[config.mk]
export PLATFORM = sky130hd
export DESIGN_NAME = tlb_page_table_translator_core_flat
export DESIGN_NICKNAME = d
export VERILOG_FILES = /design/src/rtl/tlbt_pkg.sv /design/src/rtl/tlbt_if.sv /design/src/rtl/tlb_page_table_translator_core.sv /design/src/flat_wrapper.sv
export SDC_FILE = /design/constraint.sdc
export NUM_CORES = 2
export LEC_CHECK = 0
export BUFFER_PORTS_ARGS = -buffer_cell sky130_fd_sc_hd__buf_2
export CAP_MARGIN = 20
export CORE_ASPECT_RATIO = 0.75
export CORE_MARGIN = 2
export CORE_UTILIZATION = 35
export CTS_CLUSTER_DIAMETER = 40
export DETAILED_ROUTE_END_ITERATION = 10
export GPL_TIMING_DRIVEN = 0
export HOLD_SLACK_MARGIN = 0.05
export PLACE_DENSITY = 0.48
export SKIP_CTS_REPAIR_TIMING = 1
export SLEW_MARGIN = 20
export SYNTH_ARGS = -nofsm -noshare
export SYNTH_HDL_FRONTEND = slang
export SYNTH_SLANG_ARGS = --single-unit
[constraint.sdc]
create_clock -name clk_i -period 8.6 [get_ports clk_i]
set_input_delay 0.86 -clock clk_i [delete_from_list [all_inputs] [get_ports clk_i]]
set_output_delay 0.86 -clock clk_i [all_outputs]
set_load 0.005 [all_outputs]
[src/rtl/tlbt_pkg.sv]
// Shared constants for the TLB and page-table address translator.
// Fixed field widths and default parameter values; no dependencies.
package tlbt_pkg;

  // Fixed widths of the item fields.
  localparam int unsigned VA_W  = 16;
  localparam int unsigned CNT_W = 32;

  // Default geometry of the translator.
  localparam int unsigned TLB_DEPTH_DEF   = 16;
  localparam int unsigned PAGE_COUNT_DEF  = 256;
  localparam int unsigned FRAME_COUNT_DEF = 256;
  localparam int unsigned OFFSET_BITS_DEF = 8;

endpackage : tlbt_pkg

[src/rtl/tlbt_if.sv]
// Valid/ready channel interfaces of the translator: virtual address in, result out.
// Depends on tlbt_pkg for the field widths.
interface tlbt_va_if import tlbt_pkg::*; ();
  logic            valid;
  logic            ready;
  logic [VA_W-1:0] vaddr;

  modport source (output valid, output vaddr, input ready);
  modport sink   (input valid, input vaddr, output ready);
endinterface : tlbt_va_if

interface tlbt_res_if import tlbt_pkg::*; ();
  logic             valid;
  logic             ready;
  logic [VA_W-1:0]  paddr;
  logic             tlb_hit;
  logic             page_fault;
  logic             no_free_frame;
  logic [CNT_W-1:0] hit_count;
  logic [CNT_W-1:0] fault_count;

  modport source (output valid, output paddr, output tlb_hit, output page_fault,
                  output no_free_frame, output hit_count, output fault_count, input ready);
  modport sink   (input valid, input paddr, input tlb_hit, input page_fault,
                  input no_free_frame, input hit_count, input fault_count, output ready);
endinterface : tlbt_res_if

[src/rtl/tlb_page_table_translator_core.sv]
// Top level of the TLB and page-table address translator.
// Depends on tlbt_pkg and on the channel interfaces in tlbt_if.sv.
//
// Usage: virtual addresses arrive as items on va_i and one result item per address
// leaves on res_o; both channels move an item when valid and ready are high at a
// rising clock edge. Each result carries the physical address, the TLB hit, page
// fault and out-of-frames flags, and the saturating hit and fault counts.
// Flow: an accepted item passes through the lookup state, where the synchronous
// read of the page map precedes the allocate and write-back decision, and its result
// is then held in the output register. When PAGE_COUNT is neither a power of two nor
// larger than the page-number range, a wrap state before the lookup wraps the page
// number. The block works on one item at a time and takes no new address until the
// last one has committed.
// Reset: the TLB, allocator and counters clear at once; the page map is then swept
// to invalid one entry per cycle over all PAGE_COUNT entries, and va_i.ready stays
// low until the sweep is done.
// Stall: the result sits in an output register; while the receiver holds ready low
// the next item may still be accepted and read, but its commit waits until the
// output register is free.
module tlb_page_table_translator_core import tlbt_pkg::*; #(
  parameter int unsigned TLB_DEPTH   = TLB_DEPTH_DEF,
  parameter int unsigned PAGE_COUNT  = PAGE_COUNT_DEF,
  parameter int unsigned FRAME_COUNT = FRAME_COUNT_DEF,
  parameter int unsigned OFFSET_BITS = OFFSET_BITS_DEF
) (
  input  logic clk_i,
  input  logic rst_ni,
  tlbt_va_if.sink    va_i,
  tlbt_res_if.source res_o
);

  localparam int unsigned TLB_W   = $clog2(TLB_DEPTH);
  localparam int unsigned PAGE_W  = $clog2(PAGE_COUNT);
  localparam int unsigned FRAME_W = $clog2(FRAME_COUNT);
  // Page-number width; at least one bit so that a full-width offset still elaborates.
  localparam int unsigned VPN_W   = (OFFSET_BITS < VA_W) ? VA_W - OFFSET_BITS : 1;
  // The page number needs no wrap logic when a plain truncation or extension suffices.
  localparam bit DIRECT = ((PAGE_COUNT & (PAGE_COUNT - 1)) == 0) ||
                          (PAGE_COUNT >= (1 << VPN_W));
  // Reciprocal for the page-number wrap: quotient estimate is exact or one low.
  localparam int unsigned SH     = VPN_W + PAGE_W;
  localparam int unsigned RECIP  = (1 << SH) / PAGE_COUNT;
  localparam int unsigned PROD_W = VPN_W + SH;
  localparam int unsigned REM_W  = VPN_W + 1;
  localparam int unsigned CAT_W  = FRAME_W + OFFSET_BITS;

  typedef struct packed {
    logic               valid;
    logic [FRAME_W-1:0] frame;
  } map_entry_t;

  typedef enum logic [1:0] {
    ST_CLEAR,
    ST_IDLE,
    ST_WRAP,
    ST_LOOKUP
  } state_e;

  state_e state_q;
  logic [PAGE_W-1:0]      clr_idx_q;
  logic [VPN_W-1:0]       vpn_q;
  logic [VPN_W-1:0]       quo_q;
  logic [OFFSET_BITS-1:0] off_q;
  logic [PAGE_W-1:0]      page_q;

  // TLB entries live in flip-flops so that every entry can be compared at once.
  logic                   tlb_valid_q [TLB_DEPTH];
  logic [PAGE_W-1:0]      tlb_page_q  [TLB_DEPTH];
  logic [FRAME_W-1:0]     tlb_frame_q [TLB_DEPTH];
  logic [TLB_W-1:0]       tlb_wp_q;

  logic [FRAME_W-1:0]     next_frame_q;
  logic                   exhausted_q;
  logic [CNT_W-1:0]       hit_cnt_q;
  logic [CNT_W-1:0]       fault_cnt_q;

  logic                   out_valid_q;
  logic [VA_W-1:0]        phys_q;
  logic                   hit_q;
  logic                   fault_q;
  logic                   nofree_q;

  // Page map memory with registered read data.
  map_entry_t             map_mem [PAGE_COUNT];
  map_entry_t             map_rd_q;

  logic                   in_accept;
  logic [VPN_W-1:0]       va_vpn;
  logic [OFFSET_BITS-1:0] va_off;
  logic [PROD_W-1:0]      quo_prod;
  logic [VPN_W-1:0]       quo_d;
  logic [REM_W-1:0]       qp;
  logic [REM_W-1:0]       rem_raw;
  logic [REM_W-1:0]       rem;
  logic [PAGE_W-1:0]      wrap_page;

  logic                   rd_en;
  logic [PAGE_W-1:0]      rd_addr;
  logic                   wr_en;
  logic [PAGE_W-1:0]      wr_addr;
  map_entry_t             wr_data;

  logic                   tlb_match;
  logic [FRAME_W-1:0]     tlb_match_frame;
  logic                   commit;
  logic                   have_frame;
  logic                   do_fault;
  logic                   do_nofree;
  logic                   do_alloc;
  logic                   do_insert;
  logic [FRAME_W-1:0]     frame_sel;
  logic [CAT_W-1:0]       phys_cat;
  logic [VA_W-1:0]        phys_d;

  // Input side: one item at a time, taken only once the page map sweep is over.
  assign va_i.ready = (state_q == ST_IDLE);
  assign in_accept  = va_i.valid && va_i.ready;
  assign va_vpn     = VPN_W'(va_i.vaddr >> OFFSET_BITS);
  assign va_off     = va_i.vaddr[OFFSET_BITS-1:0];

  // Page-number wrap: the quotient estimate is registered at acceptance, the
  // remainder and its single correction are formed in the wrap cycle.
  assign quo_prod  = PROD_W'(va_vpn) * PROD_W'(RECIP);
  assign quo_d     = VPN_W'(quo_prod >> SH);
  assign qp        = REM_W'(quo_q) * REM_W'(PAGE_COUNT);
  assign rem_raw   = REM_W'(vpn_q) - qp;
  assign rem       = (rem_raw >= REM_W'(PAGE_COUNT)) ? rem_raw - REM_W'(PAGE_COUNT) : rem_raw;
  assign wrap_page = PAGE_W'(rem);

  // The page map is read once per item, either at acceptance or after the wrap.
  assign rd_en   = (in_accept && DIRECT) || (state_q == ST_WRAP);
  assign rd_addr = (state_q == ST_WRAP) ? wrap_page : PAGE_W'(va_vpn);

  // Fully associative TLB search; the lowest matching entry wins.
  always_comb begin
    tlb_match       = 1'b0;
    tlb_match_frame = '0;
    for (int i = TLB_DEPTH - 1; i >= 0; i--) begin
      if (tlb_valid_q[i] && (tlb_page_q[i] == page_q)) begin
        tlb_match       = 1'b1;
        tlb_match_frame = tlb_frame_q[i];
      end
    end
  end

  // The lookup commits only when the output register can take the result, so the
  // counters shown on the output always belong to the result being held.
  assign commit = (state_q == ST_LOOKUP) && (!out_valid_q || res_o.ready);

  always_comb begin
    have_frame = 1'b0;
    do_fault   = 1'b0;
    do_nofree  = 1'b0;
    do_alloc   = 1'b0;
    do_insert  = 1'b0;
    frame_sel  = tlb_match_frame;
    if (tlb_match) begin
      have_frame = 1'b1;
    end else if (map_rd_q.valid) begin
      frame_sel  = map_rd_q.frame;
      do_insert  = 1'b1;
      have_frame = 1'b1;
    end else begin
      do_fault = 1'b1;
      if (exhausted_q) begin
        do_nofree = 1'b1;
      end else begin
        frame_sel  = next_frame_q;
        do_alloc   = 1'b1;
        do_insert  = 1'b1;
        have_frame = 1'b1;
      end
    end
  end

  // Frame and offset joined, then cut or padded to the address width.
  assign phys_cat = {frame_sel, off_q};
  assign phys_d   = have_frame ? VA_W'(phys_cat) : '0;

  // One write port serves both the reset sweep and new allocations.
  assign wr_en   = (state_q == ST_CLEAR) || (commit && do_alloc);
  assign wr_addr = (state_q == ST_CLEAR) ? clr_idx_q : page_q;
  assign wr_data = (state_q == ST_CLEAR) ? map_entry_t'('0) : map_entry_t'{1'b1, next_frame_q};

  // A write and the next read of the same entry never fall on the same edge, since
  // the commit returns to idle before another item is accepted.
  always_ff @(posedge clk_i) begin
    if (wr_en) begin
      map_mem[wr_addr] <= wr_data;
    end
    if (rd_en) begin
      map_rd_q <= map_mem[rd_addr];
    end
  end

  always_ff @(posedge clk_i or negedge rst_ni) begin
    if (!rst_ni) begin
      state_q      <= ST_CLEAR;
      clr_idx_q    <= '0;
      vpn_q        <= '0;
      quo_q        <= '0;
      off_q        <= '0;
      page_q       <= '0;
      for (int i = 0; i < TLB_DEPTH; i++) begin
        tlb_valid_q[i] <= 1'b0;
        tlb_page_q[i]  <= '0;
        tlb_frame_q[i] <= '0;
      end
      tlb_wp_q     <= '0;
      next_frame_q <= '0;
      exhausted_q  <= 1'b0;
      hit_cnt_q    <= '0;
      fault_cnt_q  <= '0;
      out_valid_q  <= 1'b0;
      phys_q       <= '0;
      hit_q        <= 1'b0;
      fault_q      <= 1'b0;
      nofree_q     <= 1'b0;
    end else begin
      if (res_o.valid && res_o.ready) begin
        out_valid_q <= 1'b0;
      end
      unique case (state_q)
        ST_CLEAR: begin
          if (clr_idx_q == PAGE_W'(PAGE_COUNT - 1)) begin
            state_q <= ST_IDLE;
          end else begin
            clr_idx_q <= clr_idx_q + 1'b1;
          end
        end
        ST_IDLE: begin
          if (in_accept) begin
            vpn_q   <= va_vpn;
            quo_q   <= quo_d;
            off_q   <= va_off;
            page_q  <= PAGE_W'(va_vpn);
            state_q <= DIRECT ? ST_LOOKUP : ST_WRAP;
          end
        end
        ST_WRAP: begin
          page_q  <= wrap_page;
          state_q <= ST_LOOKUP;
        end
        ST_LOOKUP: begin
          if (commit) begin
            out_valid_q <= 1'b1;
            phys_q      <= phys_d;
            hit_q       <= tlb_match;
            fault_q     <= do_fault;
            nofree_q    <= do_nofree;
            if (tlb_match && (hit_cnt_q != '1)) begin
              hit_cnt_q <= hit_cnt_q + 1'b1;
            end
            if (do_fault && (fault_cnt_q != '1)) begin
              fault_cnt_q <= fault_cnt_q + 1'b1;
            end
            if (do_insert) begin
              tlb_valid_q[tlb_wp_q] <= 1'b1;
              tlb_page_q[tlb_wp_q]  <= page_q;
              tlb_frame_q[tlb_wp_q] <= frame_sel;
              tlb_wp_q <= (tlb_wp_q == TLB_W'(TLB_DEPTH - 1)) ? '0 : tlb_wp_q + 1'b1;
            end
            if (do_alloc) begin
              if (next_frame_q == FRAME_W'(FRAME_COUNT - 1)) begin
                exhausted_q <= 1'b1;
              end else begin
                next_frame_q <= next_frame_q + 1'b1;
              end
            end
            state_q <= ST_IDLE;
          end
        end
      endcase
    end
  end

  assign res_o.valid         = out_valid_q;
  assign res_o.paddr         = phys_q;
  assign res_o.tlb_hit       = hit_q;
  assign res_o.page_fault    = fault_q;
  assign res_o.no_free_frame = nofree_q;
  assign res_o.hit_count     = hit_cnt_q;
  assign res_o.fault_count   = fault_cnt_q;

endmodule : tlb_page_table_translator_core
[src/flat_wrapper.sv]
// flat-port wrapper written by rule: the top's interface ports become plain ports
module tlb_page_table_translator_core_flat import tlbt_pkg::*;
#(
  parameter int unsigned TLB_DEPTH   = TLB_DEPTH_DEF,
  parameter int unsigned PAGE_COUNT  = PAGE_COUNT_DEF,
  parameter int unsigned FRAME_COUNT = FRAME_COUNT_DEF,
  parameter int unsigned OFFSET_BITS = OFFSET_BITS_DEF
)
  (clk_i, rst_ni, va_i_valid, va_i_vaddr, va_i_ready, res_o_valid, res_o_paddr, res_o_tlb_hit, res_o_page_fault, res_o_no_free_frame, res_o_hit_count, res_o_fault_count, res_o_ready);
  tlbt_va_if va_i_i ();
  tlbt_res_if res_o_i ();
  input  logic clk_i;
  input  logic rst_ni;
  input wire logic [$bits(va_i_i.valid)-1:0] va_i_valid;
  input wire logic [$bits(va_i_i.vaddr)-1:0] va_i_vaddr;
  output wire logic [$bits(va_i_i.ready)-1:0] va_i_ready;
  output wire logic [$bits(res_o_i.valid)-1:0] res_o_valid;
  output wire logic [$bits(res_o_i.paddr)-1:0] res_o_paddr;
  output wire logic [$bits(res_o_i.tlb_hit)-1:0] res_o_tlb_hit;
  output wire logic [$bits(res_o_i.page_fault)-1:0] res_o_page_fault;
  output wire logic [$bits(res_o_i.no_free_frame)-1:0] res_o_no_free_frame;
  output wire logic [$bits(res_o_i.hit_count)-1:0] res_o_hit_count;
  output wire logic [$bits(res_o_i.fault_count)-1:0] res_o_fault_count;
  input wire logic [$bits(res_o_i.ready)-1:0] res_o_ready;
  assign va_i_i.valid = va_i_valid;
  assign va_i_i.vaddr = va_i_vaddr;
  assign va_i_ready = va_i_i.ready;
  assign res_o_valid = res_o_i.valid;
  assign res_o_paddr = res_o_i.paddr;
  assign res_o_tlb_hit = res_o_i.tlb_hit;
  assign res_o_page_fault = res_o_i.page_fault;
  assign res_o_no_free_frame = res_o_i.no_free_frame;
  assign res_o_hit_count = res_o_i.hit_count;
  assign res_o_fault_count = res_o_i.fault_count;
  assign res_o_i.ready = res_o_ready;
  tlb_page_table_translator_core #(.TLB_DEPTH(TLB_DEPTH), .PAGE_COUNT(PAGE_COUNT), .FRAME_COUNT(FRAME_COUNT), .OFFSET_BITS(OFFSET_BITS)) u_core (.clk_i(clk_i), .rst_ni(rst_ni), .va_i(va_i_i), .res_o(res_o_i));
endmodule
## Word-level counts from Yosys, hierarchy flattened

Memory sizes are Yosys's and may differ from the RTL's. A register that Yosys moved wholly into a read port is not among the register bits.
Index checks and enable logic that the tools add are counted.

| storage, ports and cells | value |
|---|---|
| bits in registers | 403 |
| RAM bits | 2304 |
| output and inout port bits | 85 |
| logic and storage cells | 212 |
| memories kept | 1 |

Memories:

| memory | depth | bits a word | read ports | clocked after Yosys merged registers in | wr ports | RTL line | text |
|---|---|---|---|---|---|---|---|
| u_core.map_mem | 256 | 9 | 1 | 1 | 1 | tlb_page_table_translator_core.sv:84 | `map_entry_t map_mem [PAGE_COUNT];` |

| operators by class | value |
|---|---|
| add/subtract/negate cells | 6 |
| $lt $le $gt $ge | 3 |
| eq/ne operators | 27 |
| mux-type cells | 69 |
| bitwise gates (word level) | 4 |
| reduce and logical (&&, ||, !) cells | 39 |

Operator list:

| cell | number |
|---|---|
| 128-bit bitwise mux | 2 |
| 8-bit two-way mux | 24 |
| 8-bit == test | 16 |
| 32-bit by 1-bit adder with 32-bit output (second input constant) | 2 |
| 32-bit inequality test (second input constant) | 2 |
| 1-bit two-way mux | 33 |
| 8-bit demux with 4-bit select | 1 |
| 1-bit logical AND | 23 |
| 8-bit by 1-bit adder with 8-bit output (second input constant) | 2 |
| 8-bit == test (second input constant) | 2 |
| 16-bit two-way mux | 1 |
| 16-bit OR | 1 |
| 8-bit one-hot mux with 2 select lines | 1 |
| 3-bit AND reduction | 4 |
| 8-bit by 9-bit >= comparator with 1-bit output (second input constant) | 1 |
| 9-bit two-way mux | 1 |
| 2-bit one-hot mux with 4 select lines | 1 |
| 2-bit AND reduction | 4 |
| 4-bit AND reduction | 2 |
| 8-bit by 1-bit subtractor with 8-bit output (second input constant) | 1 |
| 2-bit two-way mux | 3 |
| 5-bit >= comparator (second input constant) | 1 |
| 5-bit by 1-bit < comparator with 1-bit output (second input constant) | 1 |
| 4-bit NOT with 5-bit output | 1 |
| other kinds (13) | 18 |

## Longest topological paths before layout

| logic depth | value |
|---|---|
| depth after elaboration | 23 |
| depth in mapped cells | 15 |
| gate-level depth less buffers | 10 |

## Least setup slack after synthesis

Ideal clock, no wire load.

| timing path | value |
|---|---|
| kind | register -> register |
| start point | register u_core.state_q[0] |
| end point | memory u_core.map_mem[0][6] (netlist name), data pin |
| library setup time | 1.453 ns |
| arrival | 7.316 ns |
| required time | 7.147 ns |
| slack | -0.169 ns |
| stages on the path, launching flop included | 6 |
| buffers on the path | 2 |
| clock period less this slack | 8.769 ns |
| path through | dfrtp_1 > inv_1 > ha_1 > clkbuf_1 > clkbuf_1 > nor2b_1 |

RTL lines:

| what | RTL line | text |
|---|---|---|
| start, declared | tlb_page_table_translator_core.sv:59 | `state_e state_q;` |
| start signal, assigned | tlb_page_table_translator_core.sv:237 | `state_q <= DIRECT ? ST_LOOKUP : ST_WRAP;` |
| end, declared | tlb_page_table_translator_core.sv:84 |  |

## Final worst setup path

| timing path | value |
|---|---|
| start point | register u_core.state_q[0] |
| end point | register u_core.map_rd_q[0] (netlist name) |

| between the ends | value |
|---|---|
| word-level cells in the longest chain between the ends | 3 |
| elaborated cells between the ends (all ways) | 5 |
| those cells by class | eq/ne: 2; mux: 1; reduce/logical: 2 |

RTL lines:

| what | RTL line | text |
|---|---|---|
| 2-bit by 1-bit == test with 1-bit output | tlb_page_table_translator_core.sv:116 | `assign va_i.ready = (state_q == ST_IDLE);` |
| 1-bit logical AND | tlb_page_table_translator_core.sv:117 | `assign in_accept = va_i.valid && va_i.ready;` |
| 1-bit logical OR | tlb_page_table_translator_core.sv:131 | `assign rd_en = (in_accept && DIRECT) \|\| (state_q == ST_WRAP);` |

Parallel ways exist; a longest one is shown, timed or not.
A chain may end at the register's enable or synchronous reset.

==> run summary <==
outcome - completed
final setup vio count - 0
Max Slew Vio Count - 0
Nets - 6,285
CP top delay family - buffers and inverters
Buf/Inv on CP - 6
Worst-path clk slew - 60 ps
power density cells - 292 nW/um^2
Final Non-Filler Cells - 10,700
Final period util - 81.3%
worst slew pin tran - 1290 ps
yosys warns - 0
vias per cell - 5.63
Tot Pwr - 37,900 uW
Worst-Skew Late Latency - 950 ps
synthesis-stage register bit count - 2,716
gpl congestion - 0.972
async set-reset flop share out of synthesis - 14.8%
Total Wirelength - 366 mm
mean post-synth cell area - 19.2 sq um
Initial Util - 35.1%
relative slew slack - 13.9%
Hold EP - u_core.off_q[6]
Area growth, synth to finish - 19.6%
Synth Instances - 5,650
crit end category - flop
Worst path slowest cell - mux2i_1
register area share after synthesis - 73.2%
Reg-to-Reg End - u_core.map_rd_q[0]
worst r2r path cells - 13
Synth Net Count - 5,683
DP Cell Count - 9,988
CP cell instances - inv_1 > ha_1 > clkbuf_1 > mux2i_1 > clkbuf_1 > clkbuf_1 > buf_2 > buf_2 > mux4_2 > mux2i_1 > o22ai_1 > nor4_1 > o221ai_2
Ports - 105
initial antenna violation count - 35
setup slack, reg-to-reg - 1610 ps
Max Fclk - 143 MHz
Port Buffer Count - 104
most used cell, CP - clkbuf_1
number of CTS-inserted buffers - 368
clk buf depth - 4
first-pass GRT wire length - 497 mm
Yosys cell types - 74
critical-path maximum fanout - 10
vias in the first global route - 58,600
Avg WL per Cell - 34.3 um
ys flop type - edfxtp_1
FP Rows - 177
Min Clock Period, post-route - 6990 ps
Critical Path Source Type - flop
H-Tree Depth - 5
vias post-DR - 60,100
Layout Skew - 67.3 ps
leakage power - 0.0444 uW
RR Startpoint - u_core.state_q[0]
final hold vios - 0
Root Buffer - clkbuf_16
Required @ worst endpoint - 9100 ps
Total Routing Usage GR - 23.0%
Initial DRC Count - 8,051
hold_ws - 181 ps
CTS tree - built
Final HPWL DP - 261 mm
Post-synth EDFFs - 2,313
Congestion Overflow GR - 0
post-layout util - 42.0%
VDD IR max - 0.169 mV
setup repair after global routing missed its margin - no
hold path cells - 2
Die X - 647 um
Hold Path Class - input port to flop
Core Area - 309,000 sq um
DR pass1 iterations - 6
crit-path max cell delay - 850 ps
Die ar. - 315,000 sq um
largest net degree at the start of global routing - 92
max_cap viols - 0
die height - 486 um
Mapped Area - 109,000 sq um
Worst Path Arrival - 7490 ps
critical path class - flop to flop
Antenna Nets Post-Route - 0
DR DRC count - 0
CTS sink cnt - 2,716
ratio of cells with drive above 1 in the final layout - 31.0%
HP Start - va_i_vaddr[6]
## worst max-delay path by stage
stage                     depth (start not counted)         startpoint  slack, ps                    to
after CTS                                        13  u_core.state_q[0]       1690    u_core.map_rd_q[2]
after global routing                             13  u_core.state_q[0]       1410    u_core.map_rd_q[4]
final                                            13  u_core.state_q[0]       1610    u_core.map_rd_q[0]
after global placement                            5  u_core.state_q[0]     -10410  u_core.map_mem[6][2]
after detailed placement                         13  u_core.state_q[0]       1700    u_core.map_rd_q[0]
after floorplan                                   5  u_core.state_q[0]       -170  u_core.map_mem[0][6]
## final cells by class
type	instances	area [sq um]
fill	27200	179000
multi-input combinational	2582	28000
sequential	2716	79500
clock buffer	418	9660
clock inverter	255	3030
timing repair buffer	232	2910
inverter	36	135
buffer	316	1500
tap	4117	5150
antenna	13	32.5
## routing by layer
layer,track usage (%),share of wire (%)
met5,1.24,0.17
met4,6.27,2.7
met3,6.98,10
met2,31.6,41
met1,34.9,46
## cell usage in the layout, fill, tap and decap left out, types with 43 or more instances in the layout
master	synthesis	final
nor2_2	11	119
nand3_1	56	56
clkbuf_1	175	178
clkbuf_16	0	379
buf_12	0	50
buf_2	30	167
bufinv_16	0	45
mux2i_1	299	297
xnor2_1	113	113
nor4_1	50	50
nor2_1	346	238
o22ai_1	158	155
xor2_1	91	91
dfrtp_1	403	403
nor3_1	56	51
mux2_2	277	277
clkbuf_2	0	43
mux4_2	576	576
nand2_1	180	180
inv_6	0	51
edfxtp_1	2313	2313
## Yosys cell counts, types with 11 or more instances
library cell     n  area [sq um]
xnor2_1        113           990
nor4_1          50           313
buf_2           30           150
nand2_1        180           676
o21ai_0         35           175
mux2i_1        299          2990
nor3_1          56           280
mux4_2         576         13000
mux2_2         277          3120
ha_1            13           163
buf_1           79           297
and3_1          18           113
buf_6           15           169
or2_2           17           106
a211oi_1        12          90.1
nand3_1         56           280
xor2_1          91           797
nor2_2          11          68.8
a21oi_1         33           165
clkbuf_1       175           657
a22o_1          17           149
nand4_1         39           244
o22ai_1        158           988
dfrtp_1        403         10100
inv_1           34           128
o221ai_1        15           131
edfxtp_1      2313         69500
buf_4           17           128
nor2_1         346          1300
or3_1           11          68.8
## power breakdown
| part | leakage, uW | internal, uW | switching [uW] | total [uW] |
|---|---|---|---|---|
| clock | 0.00611 | 9580 | 6220 | 15800 |
| combinational | 0.0117 | 2030 | 3830 | 5860 |
| sequential | 0.0266 | 15800 | 476 | 16300 |
| total | 0.0444 | 27400 | 10500 | 37900 |
## cell families (layout without fill, tap and decap cells)
family,count (synthesis),count (layout),synth area share (%)
other,0,13,0
buffers and inverters,352,1257,1.41
AOI/OAI and AO/OA,364,364,2.30
and+or+nand+nor,849,849,3.70
DFF,2716,2716,73.2
adders and majority gates,13,13,0.150
xor gates and xnor gates,204,204,1.64
muxes,1152,1152,17.6
## sequential cells by signal, summed over array words and instances (netlist names)
register	count
u_core.tlb_wp_q	4
u_core.vpn_q	8
u_core.next_frame_q	8
u_core.state_q	2
u_core.map_rd_q	9
u_core.res_o.paddr	16
u_core.res_o.no_free_frame	1
u_core.page_q	8
u_core.off_q	8
u_core.res_o.valid	1
u_core.clr_idx_q	8
u_core.res_o.tlb_hit	1
u_core.tlb_page_q	128
u_core.map_mem	2304
u_core.res_o.page_fault	1
u_core.tlb_valid_q	16
u_core.tlb_frame_q	128
u_core.exhausted_q	1
u_core.res_o.hit_count	32
u_core.res_o.fault_count	32
## metrics by stage
stage	worst slack, ps	TNS [ps]	instance area, sq um
global placement	-10410	-	114000
CTS	1690	0	130000
finish	1610	0	130000
detailed placement	1700	0	117000
floorplan	-169	-338920	109000
global route	1410	0	130000
(Power assumes the default switching activity.)
